**config.mk**
```make
export PLATFORM = sky130hd
export DESIGN_NAME = i2c_master_bit_engine
export DESIGN_NICKNAME = d
export VERILOG_FILES = /design/src/hdl/i2cmbe_pkg.sv /design/src/hdl/i2cmbe_front.sv /design/src/hdl/i2cmbe_queue.sv /design/src/hdl/i2cmbe_back.sv /design/src/hdl/i2c_master_bit_engine.sv
export SDC_FILE = /design/constraint.sdc
export NUM_CORES = 1
export LEC_CHECK = 0
export ABC_AREA = 0
export BUFFER_PORTS_ARGS = -buffer_cell sky130_fd_sc_hd__buf_2
export CELL_PAD_IN_SITES_DETAIL_PLACEMENT = 0
export CELL_PAD_IN_SITES_GLOBAL_PLACEMENT = 1
export CORE_ASPECT_RATIO = 0.5
export CORE_MARGIN = 2
export CORE_UTILIZATION = 42
export DETAILED_ROUTE_END_ITERATION = 10
export PLACE_DENSITY = 0.78
export RECOVER_POWER = 25
export REMOVE_ABC_BUFFERS = 1
export SKIP_LAST_GASP = 1
export SLEW_MARGIN = 10
export SYNTH_ARGS = -nofsm -noshare
export SYNTH_HDL_FRONTEND = slang
export SYNTH_SLANG_ARGS = --single-unit
```
**constraint.sdc**
```tcl
create_clock -name clock -period 2.1 [get_ports clock]
set_input_delay 0.315 -clock clock [delete_from_list [all_inputs] [get_ports clock]]
set_output_delay 0.315 -clock clock [all_outputs]
set_load 0.02 [all_outputs]
```
**src/hdl/i2cmbe_pkg.sv**
```systemverilog
// Package with the types and codes of the I2C master bit engine.
package i2cmbe_pkg;

   // Command codes as they arrive on the request channel.
   localparam logic [2:0] CMD_TICK  = 3'd0;
   localparam logic [2:0] CMD_START = 3'd1;
   localparam logic [2:0] CMD_STOP  = 3'd2;
   localparam logic [2:0] CMD_WRITE = 3'd3;
   localparam logic [2:0] CMD_READ  = 3'd4;

   localparam logic [7:0] ACK_TIMEOUT_RESET = 8'd250;
   localparam logic [3:0] BITS_PER_BYTE     = 4'd8;
   localparam int         QUEUE_DEPTH       = 2;

   // Command class after decoding; unknown codes become plain ticks.
   typedef enum logic [2:0] {
      KIND_TICK,
      KIND_START,
      KIND_STOP,
      KIND_WRITE,
      KIND_READ
   } cmd_kind_type;

   // One decoded tick waiting for the bus sequencer.
   typedef struct packed {
      cmd_kind_type kind;
      logic [7:0]   tx_byte;
      logic         send_ack;
      logic         sda_in;
   } tick_entry_type;

   // Bus sequencer phases.
   typedef enum logic [3:0] {
      PH_IDLE,
      PH_SA, PH_SB, PH_SC,
      PH_PA, PH_PB, PH_PC,
      PH_WA, PH_WB, PH_WC,
      PH_AR, PH_AP,
      PH_RA, PH_RB, PH_RC
   } phase_type;

endpackage

```
**src/hdl/i2cmbe_front.sv**
```systemverilog
// Front end: accepts request ticks and classifies their commands.
module i2cmbe_front import i2cmbe_pkg::*; (
   input  logic           req_valid,
   output logic           req_stall,
   input  logic [2:0]     req_cmd,
   input  logic [7:0]     req_tx_byte,
   input  logic           req_send_ack,
   input  logic           req_sda_in,
   input  logic           queue_full,
   output logic           push,
   output tick_entry_type push_entry
);

   // A transfer is taken whenever the queue has room.
   assign req_stall = queue_full;
   assign push      = req_valid && !queue_full;

   // Decode the command code into its class.
   always_comb begin
      case (req_cmd)
         CMD_START: push_entry.kind = KIND_START;
         CMD_STOP:  push_entry.kind = KIND_STOP;
         CMD_WRITE: push_entry.kind = KIND_WRITE;
         CMD_READ:  push_entry.kind = KIND_READ;
         default:   push_entry.kind = KIND_TICK;
      endcase
      push_entry.tx_byte  = req_tx_byte;
      push_entry.send_ack = req_send_ack;
      push_entry.sda_in   = req_sda_in;
   end

endmodule

```
**src/hdl/i2cmbe_queue.sv**
```systemverilog
// Two-entry queue between the front end and the bus sequencer.
module i2cmbe_queue import i2cmbe_pkg::*; (
   input  logic           clock,
   input  logic           reset,
   input  logic           push,
   input  tick_entry_type push_entry,
   input  logic           pop,
   output logic           not_empty,
   output logic           full,
   output tick_entry_type head_entry
);

   localparam int PTR_W = $clog2(QUEUE_DEPTH);
   localparam int CNT_W = $clog2(QUEUE_DEPTH + 1);

   tick_entry_type           slot_ff [QUEUE_DEPTH];
   logic [PTR_W-1:0]         wr_ptr_ff, wr_ptr_in;
   logic [PTR_W-1:0]         rd_ptr_ff, rd_ptr_in;
   logic [CNT_W-1:0]         count_ff, count_in;

   assign not_empty  = count_ff != '0;
   assign full       = count_ff == CNT_W'(QUEUE_DEPTH);
   assign head_entry = slot_ff[rd_ptr_ff];

   // Pointer and fill count updates.
   always_comb begin
      wr_ptr_in = wr_ptr_ff;
      rd_ptr_in = rd_ptr_ff;
      count_in  = count_ff;
      if (push) begin
         wr_ptr_in = (wr_ptr_ff == PTR_W'(QUEUE_DEPTH - 1)) ? '0 : wr_ptr_ff + 1'b1;
      end
      if (pop) begin
         rd_ptr_in = (rd_ptr_ff == PTR_W'(QUEUE_DEPTH - 1)) ? '0 : rd_ptr_ff + 1'b1;
      end
      if (push && !pop) begin
         count_in = count_ff + 1'b1;
      end else if (pop && !push) begin
         count_in = count_ff - 1'b1;
      end
   end

   always_ff @(posedge clock) begin
      if (reset) begin
         wr_ptr_ff <= '0;
         rd_ptr_ff <= '0;
         count_ff  <= '0;
      end else begin
         wr_ptr_ff <= wr_ptr_in;
         rd_ptr_ff <= rd_ptr_in;
         count_ff  <= count_in;
      end
   end

   // Entry storage needs no reset.
   always_ff @(posedge clock) begin
      if (push) begin
         slot_ff[wr_ptr_ff] <= push_entry;
      end
   end

endmodule

```
**src/hdl/i2cmbe_back.sv**
```systemverilog
// Bus sequencer: one tick per cycle unless stalled; registers the response.
module i2cmbe_back import i2cmbe_pkg::*; (
   input  logic           clock,
   input  logic           reset,
   input  logic           csr_wr_en,
   input  logic [7:0]     csr_wr_data,
   input  logic           q_not_empty,
   input  tick_entry_type q_entry,
   output logic           pop,
   output logic           rsp_valid,
   input  logic           rsp_stall,
   output logic           rsp_scl,
   output logic           rsp_sda_level,
   output logic           rsp_sda_drive,
   output logic           rsp_busy_res,
   output logic           rsp_done_res,
   output logic [7:0]     rsp_rx_byte,
   output logic           rsp_nack
);

   phase_type  phase_ff, phase_in, eff_phase;
   logic [3:0] bit_count_ff, bit_count_in, bc_eff, bc_inc;
   logic [7:0] shift_ff, shift_in, sh_eff;
   logic [7:0] wait_ff, wait_in;
   logic       ack_choice_ff, ack_choice_in, ackc_eff;
   logic       scl_ff, scl_in;
   logic       sda_ff, sda_in_nx;
   logic       drive_ff, drive_in;
   logic       nack_ff, nack_in;
   logic [7:0] rx_hold_ff, rx_hold_in;
   logic       done;
   logic [7:0] ack_timeout_ff;
   logic       rsp_valid_ff, rsp_valid_in;

   // Work on the head tick when the output register is free or being drained.
   assign pop       = q_not_empty && (!rsp_valid_ff || !rsp_stall);
   assign rsp_valid = rsp_valid_ff;
   assign bc_inc    = bc_eff + 1'b1;

   // An idle sequencer starts the sequence the tick's command asks for.
   always_comb begin
      eff_phase = phase_ff;
      sh_eff    = shift_ff;
      bc_eff    = bit_count_ff;
      ackc_eff  = ack_choice_ff;
      if (phase_ff == PH_IDLE) begin
         case (q_entry.kind)
            KIND_START: eff_phase = PH_SA;
            KIND_STOP:  eff_phase = PH_PA;
            KIND_WRITE: begin
               eff_phase = PH_WA;
               sh_eff    = q_entry.tx_byte;
               bc_eff    = '0;
            end
            KIND_READ: begin
               eff_phase = PH_RA;
               sh_eff    = '0;
               bc_eff    = '0;
               ackc_eff  = q_entry.send_ack;
            end
            default: ;
         endcase
      end
   end

   // Next phase.
   always_comb begin
      case (eff_phase)
         PH_SA: phase_in = PH_SB;
         PH_SB: phase_in = PH_SC;
         PH_SC: phase_in = PH_IDLE;
         PH_PA: phase_in = PH_PB;
         PH_PB: phase_in = PH_PC;
         PH_PC: phase_in = PH_IDLE;
         PH_WA: phase_in = PH_WB;
         PH_WB: phase_in = PH_WC;
         PH_WC: phase_in = (bc_inc >= BITS_PER_BYTE) ? PH_AR : PH_WA;
         PH_AR: phase_in = PH_AP;
         PH_AP: begin
            if (!q_entry.sda_in) begin
               phase_in = PH_IDLE;
            end else if (wait_ff >= ack_timeout_ff) begin
               phase_in = PH_PB;
            end else begin
               phase_in = PH_AP;
            end
         end
         PH_RA: phase_in = PH_RB;
         PH_RB: phase_in = PH_RC;
         PH_RC: phase_in = (bc_eff >= BITS_PER_BYTE) ? PH_IDLE : PH_RA;
         default: phase_in = PH_IDLE;
      endcase
   end

   // Pin levels, counters and status for the current phase.
   always_comb begin
      shift_in      = sh_eff;
      bit_count_in  = bc_eff;
      ack_choice_in = ackc_eff;
      wait_in       = wait_ff;
      scl_in        = scl_ff;
      sda_in_nx     = sda_ff;
      drive_in      = drive_ff;
      nack_in       = nack_ff;
      rx_hold_in    = rx_hold_ff;
      done          = 1'b0;
      case (eff_phase)
         PH_SA: begin
            drive_in  = 1'b1;
            sda_in_nx = 1'b1;
            scl_in    = 1'b1;
         end
         PH_SB: sda_in_nx = 1'b0;
         PH_SC: begin
            scl_in = 1'b0;
            done   = 1'b1;
         end
         PH_PA: begin
            drive_in  = 1'b1;
            scl_in    = 1'b0;
            sda_in_nx = 1'b0;
         end
         PH_PB: scl_in = 1'b1;
         PH_PC: begin
            sda_in_nx = 1'b1;
            done      = 1'b1;
         end
         PH_WA: begin
            drive_in  = 1'b1;
            scl_in    = 1'b0;
            sda_in_nx = sh_eff[7];
            shift_in  = {sh_eff[6:0], 1'b0};
         end
         PH_WB: scl_in = 1'b1;
         PH_WC: begin
            scl_in       = 1'b0;
            bit_count_in = bc_inc;
         end
         PH_AR: begin
            drive_in  = 1'b0;
            sda_in_nx = 1'b1;
            scl_in    = 1'b1;
            wait_in   = '0;
         end
         PH_AP: begin
            if (!q_entry.sda_in) begin
               scl_in  = 1'b0;
               nack_in = 1'b0;
               done    = 1'b1;
            end else if (wait_ff >= ack_timeout_ff) begin
               // Timeout: flag it and begin the stop.
               nack_in   = 1'b1;
               drive_in  = 1'b1;
               scl_in    = 1'b0;
               sda_in_nx = 1'b0;
            end else begin
               wait_in = wait_ff + 1'b1;
            end
         end
         PH_RA: begin
            scl_in = 1'b0;
            if (bc_eff >= BITS_PER_BYTE) begin
               drive_in  = 1'b1;
               sda_in_nx = !ackc_eff;
            end else begin
               drive_in  = 1'b0;
               sda_in_nx = 1'b1;
            end
         end
         PH_RB: scl_in = 1'b1;
         PH_RC: begin
            if (bc_eff >= BITS_PER_BYTE) begin
               scl_in     = 1'b0;
               rx_hold_in = sh_eff;
               done       = 1'b1;
            end else begin
               shift_in     = {sh_eff[6:0], q_entry.sda_in};
               bit_count_in = bc_inc;
            end
         end
         default: ;
      endcase
   end

   // Response register holds until its transfer completes.
   always_comb begin
      if (pop) begin
         rsp_valid_in = 1'b1;
      end else if (rsp_stall) begin
         rsp_valid_in = rsp_valid_ff;
      end else begin
         rsp_valid_in = 1'b0;
      end
   end

   // Sequencer state and configuration.
   always_ff @(posedge clock) begin
      if (reset) begin
         phase_ff       <= PH_IDLE;
         bit_count_ff   <= '0;
         shift_ff       <= '0;
         wait_ff        <= '0;
         ack_choice_ff  <= 1'b0;
         scl_ff         <= 1'b1;
         sda_ff         <= 1'b1;
         drive_ff       <= 1'b1;
         nack_ff        <= 1'b0;
         rx_hold_ff     <= '0;
         ack_timeout_ff <= ACK_TIMEOUT_RESET;
         rsp_valid_ff   <= 1'b0;
      end else begin
         rsp_valid_ff <= rsp_valid_in;
         if (csr_wr_en) begin
            ack_timeout_ff <= csr_wr_data;
         end
         if (pop) begin
            phase_ff      <= phase_in;
            bit_count_ff  <= bit_count_in;
            shift_ff      <= shift_in;
            wait_ff       <= wait_in;
            ack_choice_ff <= ack_choice_in;
            scl_ff        <= scl_in;
            sda_ff        <= sda_in_nx;
            drive_ff      <= drive_in;
            nack_ff       <= nack_in;
            rx_hold_ff    <= rx_hold_in;
         end
      end
   end

   // Response payload, loaded with each processed tick.
   always_ff @(posedge clock) begin
      if (pop) begin
         rsp_scl       <= scl_in;
         rsp_sda_level <= sda_in_nx;
         rsp_sda_drive <= drive_in;
         rsp_busy_res  <= phase_in != PH_IDLE;
         rsp_done_res  <= done;
         rsp_rx_byte   <= rx_hold_in;
         rsp_nack      <= nack_in;
      end
   end

endmodule

```
**src/hdl/i2c_master_bit_engine.sv**
```systemverilog
// Top level of the I2C master bit engine: front end, tick queue, bus sequencer.
//
//   Channel   Direction  Handshake              Carries
//   req_      in         req_valid / req_stall  cmd, tx_byte, send_ack, sda_in
//   rsp_      out        rsp_valid / rsp_stall  scl, sda_level, sda_drive, busy_res,
//                                               done_res, rx_byte, nack
//   csr_      in         csr_wr_en              ack_timeout
//
// One tick is taken per cycle while the queue has room; its response is registered
// first in the queue and then in the sequencer's output register.
// Sustained rate is one tick per cycle while the response side does not stall.
// Synchronous reset idles the bus with SCL, SDA and drive high and ack_timeout at 250.
// A stall on the response side fills the two-entry queue, after which req_stall rises.
module i2c_master_bit_engine import i2cmbe_pkg::*; (
   input  logic       clock,
   input  logic       reset,
   input  logic       req_valid,
   output logic       req_stall,
   input  logic [2:0] req_cmd,
   input  logic [7:0] req_tx_byte,
   input  logic       req_send_ack,
   input  logic       req_sda_in,
   output logic       rsp_valid,
   input  logic       rsp_stall,
   output logic       rsp_scl,
   output logic       rsp_sda_level,
   output logic       rsp_sda_drive,
   output logic       rsp_busy_res,
   output logic       rsp_done_res,
   output logic [7:0] rsp_rx_byte,
   output logic       rsp_nack,
   input  logic       csr_wr_en,
   input  logic [7:0] csr_wr_data
);

   logic           queue_full;
   logic           queue_not_empty;
   logic           push;
   logic           pop;
   tick_entry_type push_entry;
   tick_entry_type head_entry;

   // Decode incoming ticks.
   i2cmbe_front u_front (
      .req_valid    (req_valid),
      .req_stall    (req_stall),
      .req_cmd      (req_cmd),
      .req_tx_byte  (req_tx_byte),
      .req_send_ack (req_send_ack),
      .req_sda_in   (req_sda_in),
      .queue_full   (queue_full),
      .push         (push),
      .push_entry   (push_entry)
   );

   // Buffer between the two sides.
   i2cmbe_queue u_queue (
      .clock      (clock),
      .reset      (reset),
      .push       (push),
      .push_entry (push_entry),
      .pop        (pop),
      .not_empty  (queue_not_empty),
      .full       (queue_full),
      .head_entry (head_entry)
   );

   // Drive the bus waveform.
   i2cmbe_back u_back (
      .clock         (clock),
      .reset         (reset),
      .csr_wr_en     (csr_wr_en),
      .csr_wr_data   (csr_wr_data),
      .q_not_empty   (queue_not_empty),
      .q_entry       (head_entry),
      .pop           (pop),
      .rsp_valid     (rsp_valid),
      .rsp_stall     (rsp_stall),
      .rsp_scl       (rsp_scl),
      .rsp_sda_level (rsp_sda_level),
      .rsp_sda_drive (rsp_sda_drive),
      .rsp_busy_res  (rsp_busy_res),
      .rsp_done_res  (rsp_done_res),
      .rsp_rx_byte   (rsp_rx_byte),
      .rsp_nack      (rsp_nack)
   );

endmodule

```
==> run_results.csv <==
group,metric,value,unit
outcome,outcome,"complete, but fails checks",
outcome,violations,"setup timing",
synth,synth_seq_cells,91,
routing,drc,0,
synth,synth_top_cell_by_area,"edfxtp_1",
power,clockPowerShare,0.191,
placement,dp_cells,696,
routing,drt-initial-drc-count,225,
sta,finalHoldViolCount,0,
global_routing,grt.overflow.total,0,
global_routing,grt_use_total,0.208,
clock_tree,cts_tree,"yes",
die,fp.dieH,78.2,µm
global_routing,antenna_found_initial,0,
placement,dp_slack,-0.268,ns
power,combPwrFrac,0.500,
synth,ys_seq_area_frac,0.481,
power,ir_drop,0.703,mV
synth,synth_edf_count,40,
power,power,8.08,mW
power,switching_share,0.391,
power,pwr_density_cell,1270,nW/µm²
final_layout,antenna_cells,0,
sta,relSlewSlack,0.562,
die,ios,42,
routing,ant_nets,0,
final_layout,fillers,918,
sta,rsz0062_at_grt,"yes",
synth,netlist.area_leader.share,0.260,
final_layout,fin_nets,622,
final_layout,stdcell_area,6350,µm²
routing,vias_per_cell,5.57,
synth,syn_inst,465,
clock_tree,cts.sinks,91,
final_layout,fin_cells,734,
global_routing,grt_pass1_vias,3967,
worst_setup_path,cp.required,2.20,ns
global_routing,grt_pass1_wl,19700,µm
final_layout,utilization,0.586,
placement,placedInstanceArea,5450,µm²
die,start_util,0.426,
worst_setup_path,criticalPathCategory,"reg -> reg",
worst_setup_path,cp-end-kind,"flop",
synth,async_flop_share,0,
die,dieArea,11900,µm²
final_layout,drive_above_1_share,0.377,
sta,hold_slack,0.144,ns
synth,syn-cell-area,4620,µm²
die,fp.coreArea,10800,µm²
power,p_leak,2.48,nW
final_layout,final_common_cell,"buf_4",
sta,slew_viol_final,0,
power,p_sw,3.16,mW
clock_tree,cts.path.max_buffers,2,
routing,drt-total-wl,12100,µm
routing,vias,4087,
die,rows,27,
placement,port_buffers,41,
clock_tree,clk_latency,0.35,ns
clock_tree,htree_levels,3,
synth,synth_area_per_cell,9.95,µm²
clock_tree,clkSlewWorstSetupHoldPaths,0.07,ns
worst_setup_path,start_kind,"flop",
sta,fmax,444,MHz
worst_setup_path,cp_data_arrival_time,2.35,ns
synth,yosys-top-cells-area,"edfxtp_1, dfxtp_1, nor2_1",
synth,ys_warn_count,0,
worst_hold_path,min_path_type,"in -> reg",
sta,layout_min_cycle_time,2.25,ns
routing,dr.pass1.iters,4,
routing,wl_per_cell,16.6,µm
sta,final.setup.worst_slack,-0.152,ns
clock_tree,cts_root_buf,"clkbuf_16",
power,internal-power,4.92,mW
sta,worst_slew_pin_slew,0.658,ns
clock_tree,holdBufCountCts,0,
die,die_x,152,µm
final_layout,area_growth,37.4,%
sta,setup_tns,-3.13,ns
final_layout,final_cell_mix,"buf_4, dfxtp_1, nor2_1, nand2_1, edfxtp_1",
clock_tree,numCtsBuffers,9,
job,drv_cap,0,
synth,ys.flop_type,"dfxtp_1",
synth,yosysUniqueCellTypes,75,
placement,gp_congestion,0.926,
power,seqPwrFrac,0.309,
sta,finClkSkew,0.0119,ns
worst_setup_path,cp_max_fo,8,
sta,finalCritPeriodShare,1.07,
global_routing,grt_max_degree,35,
placement,hpwlAfterDp,8020,µm
sta,setup_viol,36,
critical path: stages, from the launching register on:
cell	delay, ns
edfxtp_1	0.42
or3b_4	0.44
a211o_4	0.38
buf_12	0.15
a41oi_2	0.15
nor2_2	0.08
a2111o_1	0.38
what timing repair did:
item                                    in CTS  in global routing
resized for setup                           33                 75
pin swaps                                    5                 32
endpoints found under the setup margin      37                 47
hold endpoints to repair                     0                  0
cloned                                       0                  3
buffers inserted                            12                  8
layer usage:
| layer | share of wire | GRT usage |
|---|---|---|
| met1 | 0.47 | 0.271 |
| met2 | 0.46 | 0.340 |
| met3 | 0.060 | 0.0618 |
| met4 | 0.016 | 0.0607 |
| met5 | 0 | 0 |
flip-flops by register name, summed over array words and instances (netlist names), 2 cells and up, named ones only:
name	count
u_queue.slot_ff	26
u_back.ack_timeout_ff	8
u_back.shift_ff	8
u_back.rx_hold_ff	8
u_queue.count_ff	2
u_back.bit_count_ff	4
u_back.phase_ff	4
u_back.wait_ff	8
u_back.rsp_rx_byte	8
Yosys cell counts, drive strengths merged, types with 5 or more instances:
cell type / count
a211oi: 12
o211ai: 10
a21o: 5
nor2: 46
inv: 18
nand2: 43
a211o: 5
nand2b: 7
clkbuf: 15
o21ai: 31
xor2: 5
a21oi: 26
nor3: 8
a311oi: 5
mux2i: 15
dfxtp: 51
nand3: 18
nand4: 7
mux2: 10
edfxtp: 40
o31ai: 5
ha: 12
buf: 8
cells by family (layout without fill, tap and decap cells):
logic type / count (synthesis) / in the layout / synth area share
AOI/OAI and AO/OA: 129 / 129 / 0.200
DFF: 91 / 91 / 0.481
buffers and inverters: 43 / 167 / 0.0419
xor gates and xnor gates: 9 / 9 / 0.0170
adders and majority gates: 12 / 12 / 0.0325
muxes: 25 / 25 / 0.0595
and+or+nand+nor: 156 / 156 / 0.169
power by group through the flow:
stage / sequential, mW / combinational (mW) / clock (mW)
global placement: 2.49 / 3.35 / 0
global route: 2.53 / 4.35 / 1.64
finish: 2.50 / 4.04 / 1.55
floorplan: 2.74 / 1.66 / 0
detailed placement: 2.50 / 3.33 / 0
CTS: 2.49 / 3.57 / 1.58
cell type report:
cell class / instances / area, µm² / share of cell area
Clock buffer: 10 / 229 / 0.0360
Clock inverter: 6 / 47.5 / 0.00748
Timing Repair Buffer: 131 / 978 / 0.154
Sequential cell: 91 / 2230 / 0.351
Multi-Input combinational cell: 331 / 2610 / 0.411
Tap cell: 145 / 181 / 0.0285
Inverter: 20 / 75.1 / 0.0118
final timing paths:
path,from,end,slack (ns),depth (start not counted)
max,u_queue.slot_ff[0][10],u_back.rsp_sda_level,-0.15,6
min,req_tx_byte[6],u_queue.slot_ff[0][8],0.14,1
max reg2reg,u_queue.slot_ff[0][10],u_back.rsp_sda_level,-0.15,6
min reg2reg,u_back.rsp_valid,u_back.rsp_valid,0.47,2
Note: power is estimated with default switching activity, not from simulation.
